$ cat src/sv/scpp_pkg.sv
package scpp_pkg;

	// table geometry
	localparam int SIZE_CLASSES     = 64;
	localparam int SLOTS_PER_BUCKET = 16;
	localparam int HEADER_WORDS     = 2;

	// derived widths
	localparam int ADDR_W      = 48;
	localparam int CLS_W       = $clog2(SIZE_CLASSES);
	localparam int SLOT_W      = $clog2(SLOTS_PER_BUCKET);
	localparam int BUMP_W      = $clog2(SLOTS_PER_BUCKET + 1);
	localparam int STORE_DEPTH = SIZE_CLASSES * SLOTS_PER_BUCKET;
	localparam int STORE_AW    = $clog2(STORE_DEPTH);
	localparam int LAST_SLOT   = SLOTS_PER_BUCKET - 1;

	// two-entry queues between the parts
	localparam int Q_DEPTH = 2;
	localparam int Q_PW    = $clog2(Q_DEPTH);
	localparam int Q_CW    = $clog2(Q_DEPTH + 1);

	// input action codes
	typedef enum logic [1:0] {
		ACT_ALLOC = 2'd0,
		ACT_LOAD  = 2'd1,
		ACT_CLEAR = 2'd2
	} action_t;

	// result status codes
	typedef enum logic [2:0] {
		ST_ALLOCATED = 3'd0,
		ST_MISS      = 3'd1,
		ST_TOO_BIG   = 3'd2,
		ST_PRESENT   = 3'd3,
		ST_DONE      = 3'd4
	} status_t;

	// command kinds after classification
	typedef enum logic [2:0] {
		K_ALLOC,
		K_LOAD,
		K_CLEAR,
		K_TOO_BIG,
		K_NOP
	} kind_t;

	// back-end sequencer states
	typedef enum logic [1:0] {
		BK_IDLE,
		BK_BUMP,
		BK_ADDR
	} back_state_t;

	typedef struct packed {
		kind_t               kind;
		logic [CLS_W-1:0]    cls;
		logic [SLOT_W-1:0]   slot;
		logic                slot_ok;
		logic [ADDR_W-1:0]   addr;
	} cmd_t;

	typedef struct packed {
		status_t             status;
		logic [ADDR_W-1:0]   addr;
	} res_t;

endpackage

$ cat src/sv/scpp_res_q.sv
module scpp_res_q (
	input  logic                 clk,
	input  logic                 arst_n,
	input  logic                 res_push,
	input  scpp_pkg::res_t       res,
	output logic                 res_full,
	output logic                 empty,
	input  logic                 pop,
	output logic [2:0]           status,
	output logic [47:0]          block_address
);

	scpp_pkg::res_t                 fifo_q [scpp_pkg::Q_DEPTH];
	logic [scpp_pkg::Q_PW-1:0]      wr_ptr_q;
	logic [scpp_pkg::Q_PW-1:0]      rd_ptr_q;
	logic [scpp_pkg::Q_CW-1:0]      cnt_q;
	logic                           do_push;
	logic                           do_pop;
	scpp_pkg::res_t                 head;

	assign res_full      = cnt_q == scpp_pkg::Q_CW'(scpp_pkg::Q_DEPTH);
	assign empty         = cnt_q == '0;
	assign do_push       = res_push && !res_full;
	assign do_pop        = pop && !empty;
	assign head          = fifo_q[rd_ptr_q];
	assign status        = head.status;
	assign block_address = head.addr;

	// result storage
	always_ff @(posedge clk) begin
		if (do_push) begin
			fifo_q[wr_ptr_q] <= res;
		end
	end

	// result queue pointers
	always_ff @(posedge clk or negedge arst_n) begin
		if (!arst_n) begin
			wr_ptr_q <= '0;
			rd_ptr_q <= '0;
			cnt_q    <= '0;
		end else begin
			if (do_push) begin
				wr_ptr_q <= wr_ptr_q + 1'b1;
			end
			if (do_pop) begin
				rd_ptr_q <= rd_ptr_q + 1'b1;
			end
			if (do_push && !do_pop) begin
				cnt_q <= cnt_q + 1'b1;
			end else if (do_pop && !do_push) begin
				cnt_q <= cnt_q - 1'b1;
			end
		end
	end

	a_no_overflow: assert property (@(posedge clk) disable iff (!arst_n)
		!(res_push && res_full))
		else $error("result pushed into a full queue");

endmodule

$ cat config.mk
export PLATFORM = sky130hd
export DESIGN_NAME = scpp_res_q
export DESIGN_NICKNAME = d
export VERILOG_FILES = /design/src/sv/scpp_pkg.sv /design/src/sv/scpp_res_q.sv
export SDC_FILE = /design/constraint.sdc
export NUM_CORES = 1
export LEC_CHECK = 0
export BUFFER_PORTS_ARGS = -buffer_cell sky130_fd_sc_hd__buf_2
export CORE_ASPECT_RATIO = 0.6
export CORE_UTILIZATION = 45
export CTS_BUF_LIST = sky130_fd_sc_hd__clkbuf_16
export CTS_CLUSTER_DIAMETER = 120
export DETAILED_ROUTE_END_ITERATION = 6
export GPL_ROUTABILITY_DRIVEN = 0
export PLACE_DENSITY = 0.71
export SLEW_MARGIN = 0
export SYNTH_ARGS = -nofsm -noshare
export SYNTH_HDL_FRONTEND = slang
export SYNTH_SLANG_ARGS = --single-unit
export TNS_END_PERCENT = 1
$ cat constraint.sdc
create_clock -name clk -period 4.7 [get_ports clk]
set_clock_uncertainty 0.15 [all_clocks]
set_input_delay 0.47 -clock clk [delete_from_list [all_inputs] [get_ports clk]]
set_output_delay 0.47 -clock clk [all_outputs]
set_load 0.02 [all_outputs]
==> flow_metrics.env, run 1 <==
export IMPL_status="finished, violations left"
export IMPL_failed_checks="DRC"
export IMPL_grt_met2_usage_pct=21.28
export IMPL_first_pass_iters=6
export IMPL_leakage_nw=2.037
export IMPL_setup_slack_ns=2.049
export IMPL_syn_area_per_cell_um2=23.20
export IMPL_finalCritPeriodShare_pct=56.41
export IMPL_cts_sinks=106
export IMPL_path_delay_family="flip-flops"
export IMPL_wirelength_um=6564
export IMPL_final_layout_size_suffix_gt1_share_pct=59.40
export IMPL_critPathCaptureType="output pin"
export IMPL_cp_max_fo=52
export IMPL_synth_async_reset_ratio_pct=3.774
export IMPL_yosysUniqueCellTypes=15
export IMPL_seq_power_share_pct=45.3
export IMPL_start_kind="register"
export IMPL_rsz0062_at_grt="no"
export IMPL_path_class="reg -> out"
export IMPL_whs_path_depth=1
export IMPL_cp_num_cells=2
export IMPL_synthFlopType="edfxtp_1"
export IMPL_ant_nets=0
export IMPL_dp_hpwl_um=4310
export IMPL_busiest_layer="met2"
export IMPL_fin_tns_setup_ns=0
export IMPL_nNetsFinal=349
export IMPL_crit_required_ns=4.08
export IMPL_path_buf_inv=1
export IMPL_die_y_um=76.20
export IMPL_io_buffers=107
export IMPL_seqCellArea_mm2=0.003167
export IMPL_critical_path_arrival_ns=2.03
export IMPL_cts_root_buffer="clkbuf_16"
export IMPL_cts_made_buffers=9
export IMPL_swShare_pct=31.80
export IMPL_place_ws_ns=2.361
export IMPL_crit_slowest_cell="dfrtp_4"
export IMPL_period_needed_ns=2.651
export IMPL_clkPwrFrac_pct=21.8
export IMPL_grt_pass1_vias=2040
export IMPL_drcViolationCount=7
export IMPL_holdWs_ns=0.1632
export IMPL_fill_cells=676
export IMPL_irDropWorstVdd_mv=0.3526
export IMPL_powerDensity_mw_per_mm2=651.3
export IMPL_clk_latency_ns=0.34
export IMPL_hold_path_class="in -> reg"
export IMPL_post_drt_wl_per_cell_um=16.01
export IMPL_fmax_ghz=0.3772
export IMPL_viasPerCell=4.724
export IMPL_tightest_slew_ns=0.9782
export IMPL_grt_overflow_total=0
export IMPL_met1_usage_pct=19.64
export IMPL_synth_top_cell_area_share_pct=74.18
export IMPL_cap_violations=0
export IMPL_grt_util_met3_pct=7.444
export IMPL_synth_area_leader_cell="edfxtp_1"
export IMPL_track_usage_pct=14.90
export IMPL_io_pins=108
export IMPL_die_area_mm2=0.009575
export IMPL_cts_resized=0
export IMPL_switchingPower_mw=1.039
export IMPL_critPathMaxStageDelay_ns=1.04
export IMPL_synthesis_area_mm2=0.004129
export IMPL_clock_path_buffers=2
export IMPL_antenna_found_initial=0
export IMPL_hold_violations=0
export IMPL_synth_net_count=234
export IMPL_cell_internal_pwr_mw=2.228
export IMPL_cts_tree="yes"
export IMPL_synth_common_cells="edfxtp_1, mux2_4, buf_12"
export IMPL_timing_slew_headroom_pct=34.78
export IMPL_synth_seq_area_share_pct=76.61
export IMPL_synth_seq_cells=106
export IMPL_h_tree_depth=3
export IMPL_synth_area_leaders="edfxtp_1, mux2_4, buf_12, dfrtp_1, xnor2_1"
export IMPL_start_util_pct=47.36
export IMPL_grt_start_max_net_pins=53
export IMPL_multi_input_comb_area_um2=855.8
export IMPL_r2r_cells=4
export IMPL_crit_path_cell_trace="mux2_2 > buf_2"
export IMPL_dr_first_iter_drc_count=106
export IMPL_area_growth_pct=21.48
export IMPL_grt_first_pass_wirelength_um=10320
export IMPL_cts_clk_slew_worst_paths_ns=0.07
export IMPL_synth_edf_count=102
export IMPL_finalSetupViolations=0
export IMPL_fp_row_count=26
export IMPL_yosysWarnings=0
export IMPL_vias=1937
export IMPL_finalMaxSlewViolations=0
export IMPL_yosysMostFrequentCell="edfxtp_1"
export IMPL_coreArea_mm2=0.008718
export IMPL_combPwrFrac_pct=32.9
export IMPL_die_width_um=125.7
export IMPL_netlist_instances=178
export IMPL_insertedDiodeCount=0
-- area by class of cell --
class | count | area share, %
sequential | 106 | 63.13
multi-input combinational | 64 | 17.06
timing repair buffer | 110 | 11.17
clock buffer | 9 | 4.490
tap | 112 | 2.794
clock inverter | 7 | 1.197
inverter | 2 | 0.1497
-- power groups by stage --
stage / sequential, mW / combinational (mW) / clock, mW
6_report: 1.48 / 1.08 / 0.713
5_1_grt: 1.51 / 1.15 / 0.768
3_3_place_gp: 1.49 / 1.08 / 0
3_5_place_dp: 1.50 / 1.08 / 0
4_1_cts: 1.49 / 1.09 / 0.733
2_1_floorplan: 1.37 / 0.981 / 0
-- path summary, 6_finish.rpt --
kind | from | to | slack [ns]
setup / recovery | rd_ptr_q$_DFFE_PN0P_ | block_address[29] | 2.05
hold / removal | res[10] | fifo_q[0][10]$_DFFE_PP_ | 0.16
setup reg to reg | cnt_q[0]$_DFFE_PN0P_ | fifo_q[0][26]$_DFFE_PP_ | 2.39
hold reg to reg | cnt_q[1]$_DFFE_PN0P_ | cnt_q[1]$_DFFE_PN0P_ | 0.39
max in group asynchronous | arst_n | rd_ptr_q$_DFFE_PN0P_ | 3.96
min in group asynchronous | arst_n | rd_ptr_q$_DFFE_PN0P_ | 0.31
-- per-stage QoR --
stage	utilization (%)	area, um^2	power, mW	cells
4_1_cts	57.53	5016	3.309	410
5_1_grt	57.53	5016	3.427	410
6_report	57.53	5016	3.267	410
3_5_place_dp	54.15	4721	2.589	393
2_1_floorplan	-	4129	2.352	178
3_3_place_gp	54.15	4721	2.576	393
-- cell usage in the layout, fill, tap and decap left out, types with 2 or more instances in the layout --
| cell | n |
|---|---|
| buf_2 | 107 |
| buf_4 | 2 |
| clkbuf_16 | 9 |
| clkinv_1 | 2 |
| clkinv_2 | 3 |
| dfrtp_1 | 3 |
| edfxtp_1 | 102 |
| inv_1 | 2 |
| mux2_2 | 2 |
| mux2_4 | 49 |
| nor2_1 | 2 |
| xnor2_1 | 3 |
| xor2_1 | 2 |
-- per-layer routing --
layer | share of wire [%] | wire (um)
met1 | 46 | 3000
met4 | 1.2 | 82
met2 | 43 | 2850
met3 | 9.6 | 630
met5 | 0 | 0
-- flip-flops by register name, indices dropped and copies added, names as in the netlist --
signal	cells
wr_ptr_q	1
rd_ptr_q	1
cnt_q	2
fifo_q	102
-- logic make-up (layout without fill, tap and decap cells) --
kind of cell	count (synthesis)	in the layout	share of synthesized area, %
AND/OR/NAND/NOR	6	6	0.6668
AO/OA/AOI/OAI	1	1	0.1211
buffers and inverters	8	128	2.879
multiplexers	51	51	18.36
XOR/XNOR	5	5	1.061
flip-flops	106	106	76.61
adder cells (fa/ha/maj)	1	1	0.3030
-- timing repair --
item | in CTS | in global routing
hold buffers | 1 | 0
buffers inserted | 0 | 0
endpoints found under the hold margin | 4 | 0
(Power assumes the default switching activity.)
==> inputs of run 2 (changes only) <==
==> constraint.sdc (replaced) <==
create_clock -name clk -period 2.6 [get_ports clk]
set_clock_uncertainty 0.15 [all_clocks]
set_input_delay 0.26 -clock clk [delete_from_list [all_inputs] [get_ports clk]]
set_output_delay 0.26 -clock clk [all_outputs]
set_load 0.02 [all_outputs]
==> flow_metrics.env, run 2 (synthesized netlist as in run 1, its figures left out) <==
export IMPL_start_kind="register"
export IMPL_critPathCaptureType="output pin"
export IMPL_nNetsFinal=404
export IMPL_post_drt_wl_per_cell_um=16.26
export IMPL_period_needed_ns=2.248
export IMPL_met1_usage_pct=19.71
export IMPL_grt_start_max_net_pins=34
export IMPL_powerDensity_mw_per_mm2=1099
export IMPL_dp_hpwl_um=4537
export IMPL_cts_made_buffers=9
export IMPL_multi_input_comb_area_um2=855.8
export IMPL_place_area_mm2=0.004763
export IMPL_power_total_mw=6.159
export IMPL_clkPwrFrac_pct=23.0
export IMPL_coreArea_mm2=0.008718
export IMPL_grt_util_met3_pct=8.567
export IMPL_seq_power_share_pct=41.4
export IMPL_regMostFlops="fifo_q"
export IMPL_swShare_pct=31.58
export IMPL_first_pass_iters=6
export IMPL_crit_path_cell_trace="buf_12 > mux2_2 > buf_2"
export IMPL_critPathMaxStageDelay_ns=0.69
export IMPL_die_area_mm2=0.009575
export IMPL_crit_start="rd_ptr_q$_DFFE_PN0P_"
export IMPL_cts_sinks=106
export IMPL_path_class="reg -> out"
export IMPL_hold_path_class="in -> async"
export IMPL_cts_resized=0
export IMPL_reg2reg_to="fifo_q[0][50]$_DFFE_PP_"
export IMPL_insertedDiodeCount=0
export IMPL_finalSetupViolations=0
export IMPL_io_pins=108
export IMPL_busiest_layer="met2"
export IMPL_final_layout_size_suffix_gt1_share_pct=51.56
export IMPL_largest_registers="fifo_q: 102 flops, cnt_q: 2 flops"
export IMPL_crit_slowest_cell="dfrtp_4"
export IMPL_finalMaxSlewViolations=0
export IMPL_holdWs_ns=0.1023
export IMPL_vias=2199
export IMPL_timing_slew_headroom_pct=68.55
export IMPL_final_common_cell="buf_2"
export IMPL_ant_nets=0
export IMPL_leakage_nw=2.283
export IMPL_grt_met2_usage_pct=28.06
export IMPL_fmax_ghz=0.4448
export IMPL_fp_row_count=26
export IMPL_grt_overflow_total=0
export IMPL_seqCellArea_mm2=0.003167
export IMPL_cts_root_buffer="clkbuf_16"
export IMPL_failed_checks="DRC"
export IMPL_switchingPower_mw=1.945
export IMPL_h_tree_depth=3
export IMPL_critical_path_arrival_ns=1.84
export IMPL_combPwrFrac_pct=35.6
export IMPL_tightest_slew_ns=0.4717
export IMPL_dr_first_iter_drc_count=95
export IMPL_antenna_found_initial=0
export IMPL_status="finished, violations left"
export IMPL_viasPerCell=4.729
export IMPL_cts_tree="yes"
export IMPL_start_util_pct=47.36
export IMPL_clk_latency_ns=0.34
export IMPL_clock_path_buffers=2
export IMPL_cap_violations=0
export IMPL_largest_reg_flops=102
export IMPL_irDropWorstVdd_mv=0.5974
export IMPL_hold_violations=0
export IMPL_critPathCapture="block_address[29]"
export IMPL_cts_clk_slew_worst_paths_ns=0.07
export IMPL_die_y_um=76.20
export IMPL_drcViolationCount=8
export IMPL_die_width_um=125.7
export IMPL_fin_tns_setup_ns=0
export IMPL_grt_first_pass_wirelength_um=12060
export IMPL_wirelength_um=7563
export IMPL_finalCritPeriodShare_pct=86.46
export IMPL_cell_internal_pwr_mw=4.214
export IMPL_track_usage_pct=17.05
export IMPL_grt_pass1_vias=2371
export IMPL_crit_required_ns=2.19
export IMPL_area_growth_pct=35.73
export IMPL_io_buffers=107
export IMPL_fill_cells=627
export IMPL_cp_max_fo=24
export IMPL_most_common_layout_cells="buf_2, edfxtp_1, dlygate4sd3_1"
export IMPL_r2r_start="cnt_q[0]$_DFFE_PN0P_"
export IMPL_final_area_mm2=0.005604
export IMPL_rsz0062_at_grt="no"
export IMPL_rrSetupSlack_ns=0.81
export IMPL_r2r_cells=4
run 2: cell types whose count changed in the layout (fill, tap and decap cells not counted), sizes merged:
cell	change
clkinv	-4
buf	+4
dlygate4sd3	+51
bufinv	+1
inv	+1
clkinvlp	+2
run 2: metal layers:
layer | wire length [um] | vias up
li1 | - | 1029
met1 | 3160 | 1077
met5 | 0 | -
met3 | 671 | 8
met2 | 3664 | 85
met4 | 67 | 0
run 2: metrics by stage:
step | utilization [%] | setup slack [ns] | cells
finish | 64.28 | 0.3520 | 465
global route | 64.28 | 0.2669 | 465
CTS | 64.28 | 0.3230 | 465
detailed placement | 54.64 | 0.7045 | 397
global placement | 54.64 | 0.7063 | 397
floorplan | - | 0.05071 | 178
run 2: layout make-up:
cell class              count  area share, %
multi-input cells          64          15.27
inverters                   2         0.1340
repair buffers            165          19.87
clock inverters             7          1.697
well taps                 112          2.501
clock buffers               9          4.019
flip-flops and latches    106          56.51
run 2: critical path: cells and delay by family (launching register included):
| family | cells | cell delay [ns] |
|---|---|---|
| flops | 1 | 0.69 |
| buf+inv | 2 | 0.43 |
| mux | 1 | 0.35 |
run 2: how the worst min path moves through the flow:
stage	startpoint	to	slack, ns	cells past startpoint
after detailed placement	arst_n	cnt_q[1]$_DFFE_PN0P_	-0.07	1
after CTS	arst_n	cnt_q[1]$_DFFE_PN0P_	0.09	2
after floorplan	arst_n	cnt_q[0]$_DFFE_PN0P_	-0.19	0
after global routing	arst_n	cnt_q[1]$_DFFE_PN0P_	0.1	2
after global placement	arst_n	cnt_q[1]$_DFFE_PN0P_	-0.08	1
final	arst_n	cnt_q[1]$_DFFE_PN0P_	0.10	2
run 2: repair_timing:
action                    4_1_cts  5_1_grt
setup buffers                   0        0
hold endpoints to repair      106        0
hold buffers                   52        0
run 2: power by group through the flow:
stage	clock network (mW)	registers (mW)	logic (mW)
2_1_floorplan	0	2.47	1.78
3_3_place_gp	0	2.57	2.13
3_5_place_dp	0	2.59	2.14
4_1_cts	1.45	2.55	2.22
5_1_grt	1.53	2.59	2.34
6_report	1.42	2.55	2.19
==> inputs of run 3 (changes only) <==
--- a/config.mk
+++ b/config.mk
@@ -13,6 +13,7 @@
 export DETAILED_ROUTE_END_ITERATION = 6
 export GPL_ROUTABILITY_DRIVEN = 0
 export PLACE_DENSITY = 0.71
+export RECOVER_POWER = 100
 export SLEW_MARGIN = 0
 export SYNTH_ARGS = -nofsm -noshare
 export SYNTH_HDL_FRONTEND = slang
==> flow_metrics.env, run 3 (synthesized netlist as in run 1, its figures left out) <==
export IMPL_cell_internal_pwr_mw=4.009
export IMPL_hold_path_class="in -> reg"
export IMPL_largest_registers="fifo_q: 102 flops, cnt_q: 2 flops"
export IMPL_crit_start="rd_ptr_q$_DFFE_PN0P_"
export IMPL_critPathCaptureType="output pin"
export IMPL_h_tree_depth=3
export IMPL_dp_hpwl_um=4537
export IMPL_fin_cells=465
export IMPL_cts_tree="yes"
export IMPL_start_kind="register"
export IMPL_powerDensity_mw_per_mm2=1092
export IMPL_combPwrFrac_pct=33.3
export IMPL_setup_slack_ns=0.3488
export IMPL_cts_clk_slew_worst_paths_ns=0.06
export IMPL_viasPerCell=4.695
export IMPL_finalMaxSlewViolations=0
export IMPL_tightest_slew_ns=1.036
export IMPL_multi_input_comb_area_um2=777.0
export IMPL_critical_path_arrival_ns=1.84
export IMPL_track_usage_pct=17.05
export IMPL_most_common_layout_cells="edfxtp_1, clkbuf_1, dlygate4sd3_1"
export IMPL_cts_root_buffer="clkbuf_16"
export IMPL_switchingPower_mw=1.915
export IMPL_timing_slew_headroom_pct=30.96
export IMPL_finalCritPeriodShare_pct=86.58
export IMPL_critPathCapture="block_address[33]"
export IMPL_rrSetupSlack_ns=0.44
export IMPL_clkPwrFrac_pct=23.9
export IMPL_fmax_ghz=0.4442
export IMPL_post_drt_wl_per_cell_um=16.18
export IMPL_fill_cells=691
export IMPL_drcViolationCount=8
export IMPL_dp_cells=397
export IMPL_cap_violations=0
export IMPL_postCtsSetupBuffers=0
export IMPL_status="finished, violations left"
export IMPL_wirelength_um=7522
export IMPL_cts_made_buffers=9
export IMPL_r2r_cells=4
export IMPL_place_ws_ns=0.7045
export IMPL_rsz0062_at_grt="no"
export IMPL_final_common_cell="edfxtp_1"
export IMPL_hold_violations=0
export IMPL_die_y_um=76.20
export IMPL_vias=2183
export IMPL_area_growth_pct=31.36
export IMPL_path_class="reg -> out"
export IMPL_fp_row_count=26
export IMPL_nNetsFinal=404
export IMPL_leakage_nw=2.002
export IMPL_ant_nets=0
export IMPL_power_total_mw=5.924
export IMPL_r2r_start="cnt_q[0]$_DFFE_PN0P_"
export IMPL_reg2reg_to="fifo_q[0][10]$_DFFE_PP_"
export IMPL_grt_start_max_net_pins=34
export IMPL_grt_first_pass_wirelength_um=12060
export IMPL_seq_power_share_pct=42.7
export IMPL_fin_tns_setup_ns=0
export IMPL_dr_first_iter_drc_count=106
export IMPL_swShare_pct=32.33
export IMPL_cts_sinks=106
export IMPL_grt_pass1_vias=2371
export IMPL_io_pins=108
export IMPL_seqCellArea_mm2=0.003167
export IMPL_regMostFlops="fifo_q"
export IMPL_clock_path_buffers=2
export IMPL_period_needed_ns=2.251
export IMPL_antenna_found_initial=0
export IMPL_crit_required_ns=2.19
export IMPL_first_pass_iters=6
export IMPL_clk_latency_ns=0.33
export IMPL_die_width_um=125.7
export IMPL_largest_reg_flops=102
export IMPL_final_layout_size_suffix_gt1_share_pct=25.78
export IMPL_start_util_pct=47.36
export IMPL_coreArea_mm2=0.008718
export IMPL_finalSetupViolations=0
export IMPL_irDropWorstVdd_mv=0.5777
export IMPL_failed_checks="DRC"
export IMPL_die_area_mm2=0.009575
export IMPL_grt_overflow_total=0
export IMPL_cp_max_fo=22
export IMPL_io_buffers=107
export IMPL_insertedDiodeCount=0
## run 3: changes by cell type in the layout (fill, tap and decap cells not counted), sizes merged
cell and change:
buf -75, clkbuf +75
## run 3: layer usage
metal / track usage [%] / up-vias / routed length (um) / share of wire (%)
met3: 8.567 / 5 / 632 / 8.4
met1: 19.71 / 1070 / 3169 / 42
met5: 0 / - / 0 / 0
met2: 28.06 / 79 / 3679 / 49
met4: 4.756 / 0 / 41 / 0.55
li1: - / 1029 / - / -
## run 3: worst min-delay path by stage
stage / start / to / slack (ns) / cells past startpoint
global route: pop / rd_ptr_q$_DFFE_PN0P_ / 0.10 / 3
finish: res_push / wr_ptr_q$_DFFE_PN0P_ / 0.1 / 3
global placement: arst_n / cnt_q[1]$_DFFE_PN0P_ / -0.08 / 1
floorplan: arst_n / cnt_q[0]$_DFFE_PN0P_ / -0.19 / 0
detailed placement: arst_n / cnt_q[1]$_DFFE_PN0P_ / -0.07 / 1
CTS: arst_n / cnt_q[1]$_DFFE_PN0P_ / 0.09 / 2
## run 3: power by group through the flow
stage	clock, mW	combinational, mW	sequential [mW]
floorplan	0	1.78	2.47
global placement	0	2.13	2.57
detailed placement	0	2.14	2.59
CTS	1.45	2.22	2.55
global route	1.53	2.11	2.57
finish	1.42	1.98	2.53
## run 3: layout make-up
class                   instances  area share (%)
repair buffers                165           18.66
flip-flops and latches        106           58.39
inverters                       2          0.1384
well taps                     112           2.584
multi-input cells              64           14.33
clock inverters                 7           1.753
clock buffers                   9           4.152
## run 3: per-stage QoR
| step | util, % | cell area [um^2] | hold WS [ns] |
|---|---|---|---|
| after floorplan | - | 4131 | -0.1856 |
| after detailed placement | 54.64 | 4763 | -0.07456 |
| after global placement | 54.64 | 4763 | -0.07594 |
| final | 62.21 | 5424 | 0.09680 |
| after global routing | 62.21 | 5424 | 0.1004 |
| after CTS | 64.28 | 5604 | 0.08917 |
## run 3: what timing repair did
item | in CTS | in global routing
resized for setup | 0 | 0
hold buffers | 52 | 0
hold endpoints to repair | 106 | 0
endpoints found under the setup margin | 0 | 0
## run 3: worst max-delay path: stages, from the launching register on
cell and delay (ns):
dfrtp_4 0.64, clkbuf_2 0.33, mux2_4 0.32, clkbuf_1 0.20
